<file path="src/hw/rtl/bwsc_pkg.sv">
// Shared types, codes and sizes for the byte-window send credit engine.
package bwsc_pkg;

  // Table and identifier sizes
  localparam int MAX_OUTSTANDING = 32;
  localparam int ID_BITS         = 16;
  localparam int IDX_W   = (MAX_OUTSTANDING > 1) ? $clog2(MAX_OUTSTANDING) : 1;
  localparam int TREE_N  = 1 << IDX_W;
  localparam int CNT_W   = $clog2(TREE_N + 1);
  localparam int SUM_W   = 16 + IDX_W;
  localparam int STEP_W  = $clog2(IDX_W + 1);

  // Command queue between front and back
  localparam int QDEPTH  = 2;
  localparam int QPTR_W  = (QDEPTH > 1) ? $clog2(QDEPTH) : 1;
  localparam int QCNT_W  = $clog2(QDEPTH + 1);

  // Reset values of the registers
  localparam logic [15:0] PACKET_SIZE_RST   = 16'd1400;
  localparam logic [23:0] WINDOW_SIZE_RST   = 24'd25000;
  localparam logic [15:0] TIMEOUT_TICKS_RST = 16'd500;

  // Register indexes
  localparam logic [1:0] CFG_PACKET_SIZE   = 2'd0;
  localparam logic [1:0] CFG_WINDOW_SIZE   = 2'd1;
  localparam logic [1:0] CFG_TIMEOUT_TICKS = 2'd2;

  // Opcodes on the input word
  localparam logic [1:0] OPC_SEND = 2'd0;
  localparam logic [1:0] OPC_ACK  = 2'd1;
  localparam logic [1:0] OPC_TICK = 2'd2;

  // Status codes
  localparam logic [1:0] ST_OK          = 2'd0;
  localparam logic [1:0] ST_WINDOW_FULL = 2'd1;
  localparam logic [1:0] ST_TABLE_FULL  = 2'd2;
  localparam logic [1:0] ST_UNKNOWN_ID  = 2'd3;

  typedef enum logic [1:0] {
    OP_SEND,
    OP_ACK,
    OP_TICK,
    OP_NONE
  } op_kind_t;

  typedef struct packed {
    logic [1:0]  opcode;
    logic [15:0] ack_id;
    logic [15:0] link_accept_bytes;
  } in_word_t;

  typedef struct packed {
    logic        sent;
    logic [15:0] send_bytes;
    logic [15:0] send_id;
    logic [23:0] window_fill;
    logic [5:0]  freed_count;
    logic [1:0]  status;
  } out_word_t;

  typedef struct packed {
    logic [15:0] packet_size;
    logic [23:0] window_size;
    logic [15:0] timeout_ticks;
  } cfg_t;

  // Classified command as it sits in the queue
  typedef struct packed {
    op_kind_t    kind;
    logic [15:0] ack_id;
    logic [15:0] accept_bytes;
  } cmd_t;

endpackage

</file>
<file path="src/hw/rtl/bwsc_queue.sv">
// Short command queue between the front end and the execution back end.
module bwsc_queue (
  input  logic           clk,
  input  logic           rst_n,
  input  logic           push,
  input  bwsc_pkg::cmd_t push_data,
  input  logic           pop,
  output bwsc_pkg::cmd_t pop_data,
  output logic           full,
  output logic           empty
);

  bwsc_pkg::cmd_t                 mem_r [bwsc_pkg::QDEPTH];
  logic [bwsc_pkg::QPTR_W-1:0]    wr_ptr_r;
  logic [bwsc_pkg::QPTR_W-1:0]    rd_ptr_r;
  logic [bwsc_pkg::QCNT_W-1:0]    count_r;
  logic                           do_push;
  logic                           do_pop;

  assign full     = (count_r == bwsc_pkg::QCNT_W'(bwsc_pkg::QDEPTH));
  assign empty    = (count_r == '0);
  assign do_push  = push && !full;
  assign do_pop   = pop && !empty;
  assign pop_data = mem_r[rd_ptr_r];

  // Advance pointers and count
  always_ff @(posedge clk) begin
    if (!rst_n) begin
      wr_ptr_r <= '0;
      rd_ptr_r <= '0;
      count_r  <= '0;
    end else begin
      if (do_push) begin
        wr_ptr_r <= (wr_ptr_r == bwsc_pkg::QPTR_W'(bwsc_pkg::QDEPTH - 1)) ? '0 : wr_ptr_r + 1'b1;
      end
      if (do_pop) begin
        rd_ptr_r <= (rd_ptr_r == bwsc_pkg::QPTR_W'(bwsc_pkg::QDEPTH - 1)) ? '0 : rd_ptr_r + 1'b1;
      end
      if (do_push && !do_pop) begin
        count_r <= count_r + 1'b1;
      end else if (do_pop && !do_push) begin
        count_r <= count_r - 1'b1;
      end
    end
  end

  // Store the pushed word
  always_ff @(posedge clk) begin
    if (do_push) begin
      mem_r[wr_ptr_r] <= push_data;
    end
  end

endmodule

</file>
<file path="config.mk">
export PLATFORM = sky130hd
export DESIGN_NAME = bwsc_queue
export DESIGN_NICKNAME = d
export VERILOG_FILES = /design/src/hw/rtl/bwsc_pkg.sv /design/src/hw/rtl/bwsc_queue.sv
export SDC_FILE = /design/constraint.sdc
export NUM_CORES = 1
export LEC_CHECK = 0
export BUFFER_PORTS_ARGS = -buffer_cell sky130_fd_sc_hd__buf_2
export CAP_MARGIN = 20
export CORE_MARGIN = 3
export CORE_UTILIZATION = 40
export DETAILED_ROUTE_END_ITERATION = 12
export PLACE_DENSITY_LB_ADDON = 0.25
export RECOVER_POWER = 100
export SLEW_MARGIN = 20
export SYNTH_ARGS = -nofsm -noshare
export SYNTH_HDL_FRONTEND = slang
export SYNTH_SLANG_ARGS = --single-unit
</file>
<file path="constraint.sdc">
create_clock -name clk -period 6.2 [get_ports clk]
set_clock_uncertainty 0.2 [all_clocks]
set_input_delay 0.62 -clock clk [delete_from_list [all_inputs] [get_ports clk]]
set_output_delay 0.62 -clock clk [all_outputs]
set_load 0.02 [all_outputs]
</file>
==> impl_results.md <==
- Period utilization: 0.599
- Maxcap violations: 3
- Pre-antenna DRT Iters: 3
- Setup Buffers After CTS: 0
- CTS Hold Bufs: 0
- Final wirelength: 4.46 mm
- Hold Crit Class: in -> reg
- Final min period: 3.72 ns
- Grt total ovfl: 0
- Largest area contributor in the netlist: edfxtp_1
- Hold Worst Slack: 0.269 ns
- Failing checks: max-capacitance violations, max-slew violations
- Wire per inst: 15.1 µm
- Post-Synthesis Cell Area: 0.00269 mm²
- Hold Path Depth: 1
- Total power: 1330 µW
- Final hold viol count: 0
- Slew HR: -0.402
- Vias in the first global route: 1417
- Clk_lat worst skew: 0.33 ns
- # DRC: 0
- PwrDens: 412 mW/mm²
- CP max stage delay: 1.56 ns
- Synth top area share: 0.760
- Reg2reg path depth: 4
- IR drop worst, VDD: 0.232 mV
- Startpoint types: flip-flop
- Final #Nets: 252
- Required @ worst endpoint: 5.95 ns
- Unique masters post-synth: 21
- Num rows: 29
- Root buffer cell: clkbuf_8
- Critical R2R Capture: mem_r[0][13]
- Number of buffers created by CTS: 9
- Number of buffers added on ports: 73
- CP max-delay cell: nor3_1
- Layout fillers: 578
- Largest net degree at the start of global routing: 35
- Htree depth: 3
- Maximum clock insertion buffer count: 2
- Clock tree from TritonCTS: yes
- Via count: 1391
- Hold_sp: push_data[16]
- Synth warn: 0
- Area Growth Syn to Fin: 19.7%
- Worst-Margin Slew: 2.09 ns
- TritonCTS Sinks: 73
- Initial DRC Count: 50
- Antenna-violating nets left: 0
- Post-synthesis sequential area ratio: 0.797
- Layout cells sized above 1: 0.317
- Yosys reg bits: 73
- Crit path max fanout: 20
- Clock Pin Slew Worst Setup and Hold Paths: 0.07 ns
- Post-CTS sizing: 0
- Flop-to-flop setup slack: 2.48 ns
- Die area: 0.00774 mm²
- Pins Over Slew Limit: 84
- Gpl congestion: 0.664
- GRT Total Usage: 0.124
- Reg2Reg Launch Point: count_r[0]
- Leakage: 0.00110 µW
- Crit-path cells: nand2b_1 -> inv_1 -> nor3_1 -> clkbuf_1
- Syn nets: 170
- Area contributors post-synth: edfxtp_1 76%, mux2_2 14%, dfxtp_1 3.7%
- Mapped Cells: 131
- # IOs: 74
- Max Freq: 269 MHz
- Antenna Cells: 0
- Final setup fails: 0
- Crit Path Class: reg -> reg
- Die width: 88.0 µm
- Total Neg Setup Slack: 0 ns
- Critical Path AT: 3.47 ns
- Mapped Avg Cell Area: 20.5 µm²
- Initial antenna violation count: 0
- Crit. End Element: flip-flop
- Initial core utilization: 0.418
- First-pass GRT wire length: 6.86 mm
- Post-DP HPWL: 2.94 mm
- Core area: 0.00642 mm²
- End of the worst hold path: mem_r[0][16]
- Vias/cell: 4.72
- RSZ-0062 raised after global routing: no
- Status: complete, but fails checks
- Die Span Y: 88.0 µm
## per-stage QoR
| step | worst slack, ns | instance area, µm² | std cells | utilization |
|---|---|---|---|---|
| 3_5_place_dp | 3.76 | 3140 | 279 | 0.489 |
| 6_report | 2.48 | 3220 | 295 | 0.501 |
| 5_1_grt | 2.13 | 3220 | 295 | 0.501 |
| 3_3_place_gp | 3.80 | 3140 | 279 | 0.489 |
| 2_1_floorplan | 3.51 | 2690 | 131 | - |
| 4_1_cts | 3.62 | 3300 | 295 | 0.514 |
## power breakdown
group | switching [µW] | internal [µW] | total, µW
clock | 160 | 143 | 302
sequential | 22.2 | 623 | 645
combinational | 237 | 141 | 378
total | 419 | 907 | 1330
## state kept, by name, summed over array words and instances, names as in the netlist, named ones only
signal and cells:
rd_ptr_r 1, count_r 2, mem_r 68, wr_ptr_r 1
## cell families after synthesis
family                     count (synthesis)  share of synthesized area
adders and majority gates                  1                    0.00466
xor gates and xnor gates                   3                    0.00978
and+or+nand+nor                            9                     0.0205
muxes                                     34                      0.143
buffers and inverters                      6                     0.0130
DFF                                       73                      0.797
AOI/OAI and AO/OA                          5                     0.0121
## Yosys cell counts, drive strengths merged
| cell | instances |
|---|---|
| xnor2 | 2 |
| and3 | 1 |
| mux2 | 34 |
| nor2 | 2 |
| o21a | 1 |
| a21boi | 2 |
| buf | 4 |
| ha | 1 |
| o21ai | 2 |
| and2 | 3 |
| xor2 | 1 |
| or3 | 1 |
| dfxtp | 5 |
| inv | 2 |
| edfxtp | 68 |
| nor3 | 1 |
| nand2b | 1 |
## worst max-delay path: cells and delay by family (launching register included)
| kind | cells | cell delay [ns] |
|---|---|---|
| DFF | 1 | 0.41 |
| buffers and inverters | 2 | 1.00 |
| and+or+nand+nor | 2 | 1.72 |
## cells in the final DEF, fill, tap and decap left out, drive strengths merged, types with 2 or more instances in the layout
cell type,netlist,layout
clkbuf,0,64
inv,2,2
a21boi,2,2
buf,4,23
xnor2,2,2
o21ai,2,2
and2,3,3
dfxtp,5,5
nor2,2,2
clkinv,0,4
edfxtp,68,68
mux2,34,34
## area by class of cell
| class | count | area (µm²) | share of cell area |
|---|---|---|---|
| clock buffer | 12 | 135 | 0.0420 |
| clock inverter | 4 | 20.0 | 0.00623 |
| inverter | 2 | 7.51 | 0.00233 |
| multi-input combinational | 52 | 504 | 0.157 |
| sequential | 73 | 2140 | 0.666 |
| tap | 77 | 96.3 | 0.0300 |
| timing repair buffer | 75 | 310 | 0.0965 |
## layer usage
| layer | up-vias | GRT usage | share of wire |
|---|---|---|---|
| met4 | 0 | 0.0711 | 0.021 |
| li1 | 668 | - | - |
| met3 | 8 | 0.0442 | 0.053 |
| met5 | - | 0 | 0 |
| met1 | 676 | 0.143 | 0.41 |
| met2 | 39 | 0.199 | 0.52 |
## how the worst max path moves through the flow
stage,slack (ns),end,start,cells after the start
2_1_floorplan,3.51,mem_r[0][0],push,2
3_3_place_gp,3.80,mem_r[0][21],push,4
3_5_place_dp,3.76,mem_r[0][21],push,4
4_1_cts,3.62,pop_data[22],flip-flop,3
5_1_grt,2.13,mem_r[0][22],count_r[0],4
6_report,2.48,mem_r[0][13],count_r[0],4
No activity file was read; power rests on OpenSTA's default activity.
