$ cat src/hw/rtl/bwsc_pkg.sv
// Shared types, codes and sizes for the byte-window send credit engine.
package bwsc_pkg;

  // Table and identifier sizes
  localparam int MAX_OUTSTANDING = 32;
  localparam int ID_BITS         = 16;
  localparam int IDX_W   = (MAX_OUTSTANDING > 1) ? $clog2(MAX_OUTSTANDING) : 1;
  localparam int TREE_N  = 1 << IDX_W;
  localparam int CNT_W   = $clog2(TREE_N + 1);
  localparam int SUM_W   = 16 + IDX_W;
  localparam int STEP_W  = $clog2(IDX_W + 1);

  // Command queue between front and back
  localparam int QDEPTH  = 2;
  localparam int QPTR_W  = (QDEPTH > 1) ? $clog2(QDEPTH) : 1;
  localparam int QCNT_W  = $clog2(QDEPTH + 1);

  // Reset values of the registers
  localparam logic [15:0] PACKET_SIZE_RST   = 16'd1400;
  localparam logic [23:0] WINDOW_SIZE_RST   = 24'd25000;
  localparam logic [15:0] TIMEOUT_TICKS_RST = 16'd500;

  // Register indexes
  localparam logic [1:0] CFG_PACKET_SIZE   = 2'd0;
  localparam logic [1:0] CFG_WINDOW_SIZE   = 2'd1;
  localparam logic [1:0] CFG_TIMEOUT_TICKS = 2'd2;

  // Opcodes on the input word
  localparam logic [1:0] OPC_SEND = 2'd0;
  localparam logic [1:0] OPC_ACK  = 2'd1;
  localparam logic [1:0] OPC_TICK = 2'd2;

  // Status codes
  localparam logic [1:0] ST_OK          = 2'd0;
  localparam logic [1:0] ST_WINDOW_FULL = 2'd1;
  localparam logic [1:0] ST_TABLE_FULL  = 2'd2;
  localparam logic [1:0] ST_UNKNOWN_ID  = 2'd3;

  typedef enum logic [1:0] {
    OP_SEND,
    OP_ACK,
    OP_TICK,
    OP_NONE
  } op_kind_t;

  typedef struct packed {
    logic [1:0]  opcode;
    logic [15:0] ack_id;
    logic [15:0] link_accept_bytes;
  } in_word_t;

  typedef struct packed {
    logic        sent;
    logic [15:0] send_bytes;
    logic [15:0] send_id;
    logic [23:0] window_fill;
    logic [5:0]  freed_count;
    logic [1:0]  status;
  } out_word_t;

  typedef struct packed {
    logic [15:0] packet_size;
    logic [23:0] window_size;
    logic [15:0] timeout_ticks;
  } cfg_t;

  // Classified command as it sits in the queue
  typedef struct packed {
    op_kind_t    kind;
    logic [15:0] ack_id;
    logic [15:0] accept_bytes;
  } cmd_t;

endpackage

$ cat src/hw/rtl/bwsc_back.sv
// Back end: runs send, ack and tick commands against the in-flight table and answers unused opcodes.
module bwsc_back (
  input  logic                clk,
  input  logic                rst_n,
  input  bwsc_pkg::cfg_t      cfg,
  input  logic                q_empty,
  input  bwsc_pkg::cmd_t      q_data,
  output logic                pop,
  output logic                out_valid,
  output bwsc_pkg::out_word_t out_data
);

  localparam int N = bwsc_pkg::MAX_OUTSTANDING;

  typedef enum logic [2:0] {
    S_IDLE,
    S_SEND,
    S_ACK,
    S_TICK,
    S_DONE
  } state_t;

  state_t                           state_r;
  logic [N-1:0]                     valid_r;
  logic [23:0]                      fill_r;
  logic [15:0]                      next_size_r;
  logic [15:0]                      leftover_r;
  logic [bwsc_pkg::ID_BITS-1:0]     next_id_r;
  logic [bwsc_pkg::STEP_W-1:0]      step_r;
  logic                             out_valid_r;
  bwsc_pkg::out_word_t              out_data_r;

  // Table payload, written only where valid is set
  logic [bwsc_pkg::ID_BITS-1:0]     id_r    [N];
  logic [15:0]                      bytes_r [N];
  logic [15:0]                      cd_r    [N];

  // Take-cycle results held for the update in S_SEND or S_ACK
  logic [15:0]                      to_send_r;
  logic [15:0]                      accept_r;
  logic [bwsc_pkg::IDX_W-1:0]       slot_r;
  logic                             slot_ok_r;
  logic [bwsc_pkg::IDX_W-1:0]       hit_idx_r;
  logic                             hit_ok_r;

  // Registered adder tree for expired bytes and count
  logic [bwsc_pkg::SUM_W-1:0]       tree_sum_r [bwsc_pkg::TREE_N];
  logic [bwsc_pkg::CNT_W-1:0]       tree_cnt_r [bwsc_pkg::TREE_N];

  logic [23:0]                      avail;
  logic [15:0]                      to_send;
  logic [N-1:0]                     match;
  logic [bwsc_pkg::IDX_W-1:0]       slot;
  logic                             slot_ok;
  logic [bwsc_pkg::IDX_W-1:0]       hit_idx;
  logic                             hit_ok;
  logic [15:0]                      cd_dec [N];
  logic [N-1:0]                     expire;
  logic [15:0]                      actual;
  logic [15:0]                      hit_bytes;
  logic                             take;

  assign take      = (state_r == S_IDLE) && !q_empty;
  assign pop       = take;
  assign out_valid = out_valid_r;
  assign out_data  = out_data_r;

  // Size the send from the free window
  always_comb begin
    avail   = (cfg.window_size > fill_r) ? cfg.window_size - fill_r : '0;
    to_send = ({8'b0, next_size_r} < avail) ? next_size_r : avail[15:0];
  end

  // Match ack id and find the lowest free entry
  always_comb begin
    slot    = '0;
    slot_ok = 1'b0;
    hit_idx = '0;
    hit_ok  = 1'b0;
    for (int k = 0; k < N; k++) begin
      match[k] = valid_r[k] && (32'(id_r[k]) == 32'(q_data.ack_id));
    end
    for (int k = N - 1; k >= 0; k--) begin
      if (!valid_r[k]) begin
        slot    = bwsc_pkg::IDX_W'(k);
        slot_ok = 1'b1;
      end
      if (match[k]) begin
        hit_idx = bwsc_pkg::IDX_W'(k);
        hit_ok  = 1'b1;
      end
    end
  end

  // Count down every entry and flag those that expire
  always_comb begin
    for (int k = 0; k < N; k++) begin
      cd_dec[k] = (cd_r[k] != 16'd0) ? cd_r[k] - 16'd1 : 16'd0;
      expire[k] = valid_r[k] && (cd_dec[k] == 16'd0);
    end
  end

  assign actual    = (accept_r < to_send_r) ? accept_r : to_send_r;
  assign hit_bytes = bytes_r[hit_idx_r];

  // Sequence commands, update control state and drive the result
  always_ff @(posedge clk) begin
    if (!rst_n) begin
      state_r     <= S_IDLE;
      valid_r     <= '0;
      fill_r      <= '0;
      next_size_r <= bwsc_pkg::PACKET_SIZE_RST;
      leftover_r  <= '0;
      next_id_r   <= '0;
      step_r      <= '0;
      out_valid_r <= 1'b0;
    end else begin
      out_valid_r <= 1'b0;
      unique case (state_r)
        S_IDLE: begin
          if (take) begin
            unique case (q_data.kind)
              bwsc_pkg::OP_SEND: state_r <= S_SEND;
              bwsc_pkg::OP_ACK:  state_r <= S_ACK;
              bwsc_pkg::OP_TICK: begin
                valid_r <= valid_r & ~expire;
                step_r  <= '0;
                state_r <= S_TICK;
              end
              default: begin
                out_valid_r <= 1'b1;
                out_data_r  <= '{sent: 1'b0, send_bytes: '0, send_id: '0,
                                 window_fill: fill_r, freed_count: '0,
                                 status: bwsc_pkg::ST_OK};
              end
            endcase
          end
        end
        S_SEND: begin
          out_valid_r <= 1'b1;
          state_r     <= S_IDLE;
          if (to_send_r == 16'd0) begin
            next_size_r <= (leftover_r != 16'd0) ? leftover_r : cfg.packet_size;
            out_data_r  <= '{sent: 1'b0, send_bytes: '0, send_id: '0,
                             window_fill: fill_r, freed_count: '0,
                             status: bwsc_pkg::ST_WINDOW_FULL};
          end else if (!slot_ok_r) begin
            out_data_r  <= '{sent: 1'b0, send_bytes: '0, send_id: '0,
                             window_fill: fill_r, freed_count: '0,
                             status: bwsc_pkg::ST_TABLE_FULL};
          end else begin
            valid_r[slot_r] <= 1'b1;
            next_id_r       <= next_id_r + 1'b1;
            fill_r          <= fill_r + {8'b0, actual};
            if (actual != to_send_r) begin
              leftover_r  <= to_send_r - actual;
              next_size_r <= to_send_r - actual;
            end else begin
              leftover_r  <= '0;
              next_size_r <= cfg.packet_size;
            end
            out_data_r <= '{sent: 1'b1, send_bytes: actual, send_id: 16'(next_id_r),
                            window_fill: fill_r + {8'b0, actual}, freed_count: '0,
                            status: bwsc_pkg::ST_OK};
          end
        end
        S_ACK: begin
          out_valid_r <= 1'b1;
          state_r     <= S_IDLE;
          if (!hit_ok_r) begin
            out_data_r <= '{sent: 1'b0, send_bytes: '0, send_id: '0,
                            window_fill: fill_r, freed_count: '0,
                            status: bwsc_pkg::ST_UNKNOWN_ID};
          end else begin
            valid_r[hit_idx_r] <= 1'b0;
            next_size_r        <= cfg.packet_size;
            fill_r             <= (fill_r >= {8'b0, hit_bytes}) ?
                                  fill_r - {8'b0, hit_bytes} : '0;
            out_data_r <= '{sent: 1'b0, send_bytes: '0, send_id: '0,
                            window_fill: (fill_r >= {8'b0, hit_bytes}) ?
                                         fill_r - {8'b0, hit_bytes} : '0,
                            freed_count: 6'd1, status: bwsc_pkg::ST_OK};
          end
        end
        S_TICK: begin
          step_r <= step_r + 1'b1;
          if (step_r == bwsc_pkg::STEP_W'(bwsc_pkg::IDX_W - 1)) begin
            state_r <= S_DONE;
          end
        end
        S_DONE: begin
          out_valid_r <= 1'b1;
          state_r     <= S_IDLE;
          if (tree_cnt_r[0] != '0) begin
            next_size_r <= cfg.packet_size;
          end
          fill_r     <= (24'(tree_sum_r[0]) <= fill_r) ? fill_r - 24'(tree_sum_r[0]) : '0;
          out_data_r <= '{sent: 1'b0, send_bytes: '0, send_id: '0,
                          window_fill: (24'(tree_sum_r[0]) <= fill_r) ?
                                       fill_r - 24'(tree_sum_r[0]) : '0,
                          freed_count: 6'(tree_cnt_r[0]), status: bwsc_pkg::ST_OK};
        end
        default: state_r <= S_IDLE;
      endcase
    end
  end

  // Hold table payload, take-cycle results and the adder tree
  always_ff @(posedge clk) begin
    if (take) begin
      to_send_r <= to_send;
      accept_r  <= q_data.accept_bytes;
      slot_r    <= slot;
      slot_ok_r <= slot_ok;
      hit_idx_r <= hit_idx;
      hit_ok_r  <= hit_ok;
      if (q_data.kind == bwsc_pkg::OP_TICK) begin
        for (int k = 0; k < bwsc_pkg::TREE_N; k++) begin
          if (k < N) begin
            if (valid_r[k]) begin
              cd_r[k] <= cd_dec[k];
            end
            tree_sum_r[k] <= expire[k] ? bwsc_pkg::SUM_W'(bytes_r[k]) : '0;
            tree_cnt_r[k] <= expire[k] ? bwsc_pkg::CNT_W'(1) : '0;
          end else begin
            tree_sum_r[k] <= '0;
            tree_cnt_r[k] <= '0;
          end
        end
      end
    end
    // Record a new packet in the chosen free entry
    if (state_r == S_SEND && to_send_r != 16'd0 && slot_ok_r) begin
      id_r[slot_r]    <= next_id_r;
      bytes_r[slot_r] <= actual;
      cd_r[slot_r]    <= cfg.timeout_ticks;
    end
    // Fold the tree one level per cycle
    if (state_r == S_TICK) begin
      for (int i = 0; i < bwsc_pkg::TREE_N / 2; i++) begin
        tree_sum_r[i] <= tree_sum_r[2*i] + tree_sum_r[2*i+1];
        tree_cnt_r[i] <= tree_cnt_r[2*i] + tree_cnt_r[2*i+1];
      end
    end
  end

endmodule
$ cat config.mk
export PLATFORM = sky130hd
export DESIGN_NAME = bwsc_back
export DESIGN_NICKNAME = d
export VERILOG_FILES = /design/src/hw/rtl/bwsc_pkg.sv /design/src/hw/rtl/bwsc_back.sv
export SDC_FILE = /design/constraint.sdc
export NUM_CORES = 2
export LEC_CHECK = 0
export BUFFER_PORTS_ARGS = -buffer_cell sky130_fd_sc_hd__buf_4
export CAP_MARGIN = 10
export CORE_MARGIN = 2
export CORE_UTILIZATION = 39
export DETAILED_ROUTE_END_ITERATION = 16
export PLACE_DENSITY = 0.55
export SLEW_MARGIN = 30
export SYNTH_ARGS = -nofsm -noshare
export SYNTH_HDL_FRONTEND = slang
export SYNTH_SLANG_ARGS = --single-unit
export TNS_END_PERCENT = 30
$ cat constraint.sdc
create_clock -name clk -period 21.4 [get_ports clk]
set_clock_uncertainty 0.15 [all_clocks]
set_input_delay 3.21 -clock clk [delete_from_list [all_inputs] [get_ports clk]]
set_output_delay 3.21 -clock clk [all_outputs]
set_load 0.02 [all_outputs]
==> impl_metrics.py <==
metrics = {
    "layout": {
        "nets": 11377,
        "final_core_util": 0.438,
        "design_area_um2": 139000,
        "drive_gt1_frac": 0.0963,
        "n_fill_cell": 29083,
        "final_cells": 15177,
        "area_delta_synth_final_pct": 11.9,
    },
    "placement": {
        "placed_area_um2": 131000,
        "dpl.cell_count": 14695,
        "post-place-ws_ns": 12.92,
        "gp_congestion": 0.895,
        "dp_hpwl_um": 268000,
        "io_buffers": 159,
    },
    "cts": {
        "cts_hold_buf": 0,
        "tritoncts": "yes",
        "post-cts-setup-buffers": 0,
        "clk_latency_ns": 0.88,
        "cts_resized": 0,
        "cts_buffers": 278,
        "clk_path_buf_depth": 4,
        "cts_root_buffer": "clkbuf_16",
        "path_clk_slew_ns": 0.06,
        "cts_num_sinks": 2362,
        "h-tree-depth": 5,
    },
    "routing": {
        "drt-total-wl_um": 403000,
        "vias": 87672,
        "remaining_drc_errors": 0,
        "wl_per_cell_um": 26.6,
        "drtIter0Drc": 9637,
        "drt-pass1-iter-count": 7,
        "vias_per_cell": 5.78,
        "ant_nets": 0,
    },
    "yosys": {
        "synth_most_common_cell": "edfxtp_1",
        "syn_inst": 10638,
        "yosys.area_share.simple": 0.140,
        "synth_top_area_frac": 0.543,
        "synth_fa_ha_area_frac": 0.0510,
        "synth_top_cell_by_area": "edfxtp_1",
        "syn_area_um2": 124000,
        "synth_nets": 11219,
        "synth-edff-count": 2251,
        "yosys.cell_types.count": 111,
        "ys_seq_area_frac": 0.561,
        "avgSynthCellArea_um2": 11.7,
        "synth_compound_area_frac": 0.112,
        "muxShareOfSynthArea": 0.0303,
        "ys_top_cells_by_area": "edfxtp_1, xnor2_1, ha_1",
        "synth_xor_area_frac": 0.0811,
        "synth_seq_cells": 2362,
        "synth_top_family_by_area": "simple AND/OR/NAND/NOR gates",
        "synth_common_cells": "edfxtp_1, nand2_1, xnor2_1, nor2_1, o21ai_0",
        "synth_ff_type": "edfxtp_1",
        "yosysWarningCount": 0,
        "ys_async_sr_fraction": 0,
    },
    "timing": {
        "max_freq_ghz": 0.130,
        "slew_violations": 0,
        "finalCriticalPeriod_ns": 7.67,
        "timing.final.crit_share": 0.359,
        "hold_ws_ns": 0.325,
        "worstMarginPinSlew_ns": 1.04,
        "finalWorstSetupSlack_ns": 13.73,
        "slew-limit-headroom": 0.297,
        "totalNegativeSetupSlack_ns": 0,
        "grt_setup_unrepaired": "no",
        "finalSetupViolations": 0,
        "hold_viol_final": 0,
    },
    "power_and_ir_drop": {
        "irDropWorstVdd_v": 0.0000883,
        "leakagePower_nw": 47.2,
        "power_mw": 11.1,
        "pwr_density_cell_nw_per_um2": 79.9,
    },
    "worst_setup_path": {
        "endpoint_kind": "output pin",
        "critPathSlowestCell": "buf_4",
        "cp_max_fo": 19,
        "reg2reg_setup_slack_ns": 13.87,
        "r2r_start": "hit_idx_r[0]",
        "timing_worst_setup_path_type": "in2out",
        "crit_family": "buffers and inverters",
        "critPathMaxStageDelay_ns": 0.49,
        "path_buf_inv": 3,
        "reg2reg_depth": 19,
        "critical_path_required_ns": 18.04,
        "r2r-end": "fill_r[18]",
        "worstPathCellList": "buf_4, nor4_2, buf_4, buf_4",
        "cp.arrival_ns": 4.31,
        "cp-start-kind": "input pin",
        "cpMostUsedCell": "buf_4",
    },
    "flow_run": {
        "cap_violations": 0,
    },
    "floorplan": {
        "core_area_um2": 318000,
        "ios": 160,
        "die_width_um": 569,
        "dieArea_um2": 324000,
        "start_util": 0.392,
        "rows": 207,
        "die_height_um": 569,
    },
    "global_routing": {
        "grt_pass1_vias": 85505,
        "grt_first_pass_wirelength_um": 582000,
        "grtUsageTotal": 0.242,
        "overflow": 0,
        "grt_max_degree": 155,
        "grt_antenna_before_repair": 27,
    },
    "worst_hold_path": {
        "hold_path_end": "leftover_r[5]",
        "min_path_type": "reg2reg",
        "min_from": "leftover_r[5]",
        "hold_path_depth": 2,
    },
    "status": {
        "outcome": "finished, final reports clean",
    },
}
-- worst register-to-register path, stage by stage (launching register included) --
cell and delay (ns):
edfxtp_1 0.33, buf_4 0.60, buf_4 0.70, buf_4 0.86, mux4_2 0.65, a22o_1 0.19
a221oi_1 0.44, and3_1 0.40, ha_1 0.35, a21oi_1 0.33, o211ai_1 0.16, o211ai_1 0.17
a21oi_1 0.25, o21bai_1 0.83, o21ai_0 0.20, nand2_1 0.11, o2111ai_1 0.19, o21ai_0 0.21
a2bb2oi_1 0.10, and2_1 0.16
-- cell families (layout without fill, tap and decap cells) --
family	after synthesis	count (layout)
buf+inv	783	1136
flops	2362	2362
fa+ha+maj	490	490
xor+xnor	1152	1152
compound gates	2159	2159
other cells	0	6
simple gates	3477	3477
mux	215	215
-- cell usage in the layout, fill, tap and decap left out, types with 325 or more instances in the layout --
cell type / instances
nor2_1: 574
edfxtp_1: 2251
buf_4: 325
o31ai_1: 349
ha_1: 459
o21ai_0: 470
nand2_1: 1170
and2_1: 370
a21oi_1: 456
xor2_1: 347
xnor2_1: 805
-- registers in the layout, indices dropped and copies added (netlist names) --
name and count:
accept_r 16, bytes_r 512, cd_r 512, fill_r 24
hit_idx_r 5, hit_ok_r 1, id_r 512, leftover_r 16
next_id_r 16, next_size_r 16, out_data 65, out_valid 1
slot_ok_r 1, slot_r 5, state_r 3, step_r 3
to_send_r 16, tree_cnt_r 63, tree_sum_r 543, valid_r 32
-- power breakdown --
group / internal, mW / switching, mW / leakage, nW
combinational: 0.415 / 0.857 / 21.4
sequential: 5.18 / 0.0710 / 21.6
clock: 2.66 / 1.94 / 4.19
-- metal layers --
layer	up-vias	wire, um	GRT usage
met1	43747	173000	0.333
met3	693	30600	0.0399
met5	-	103	0
met4	10	15700	0.0847
met2	3333	183000	0.387
li1	39889	-	-
-- cell type report --
class	count	area, um^2	area share
multi-input cells	7493	51800	0.372
clock buffers	371	7620	0.0547
inverters	330	1250	0.00896
well taps	4180	5230	0.0375
repair buffers	331	2540	0.0183
diodes	6	15.0	0.000108
flip-flops and latches	2362	69800	0.501
clock inverters	104	948	0.00681
-- worst max path at each step --
| stage | startpoint | end | slack, ns | cells after the start |
|---|---|---|---|---|
| after global routing | cfg[16] | to_send_r[7] | 13.42 | 28 |
| after floorplan | q_empty | cd_r[10][0] | 2.37 | 7 |
| after global placement | cfg[16] | to_send_r[14] | 12.69 | 28 |
| after detailed placement | cfg[16] | to_send_r[4] | 12.92 | 28 |
| after CTS | q_empty | pop | 13.73 | 4 |
| final | q_empty | pop | 13.73 | 4 |
(Power assumes the default switching activity.)
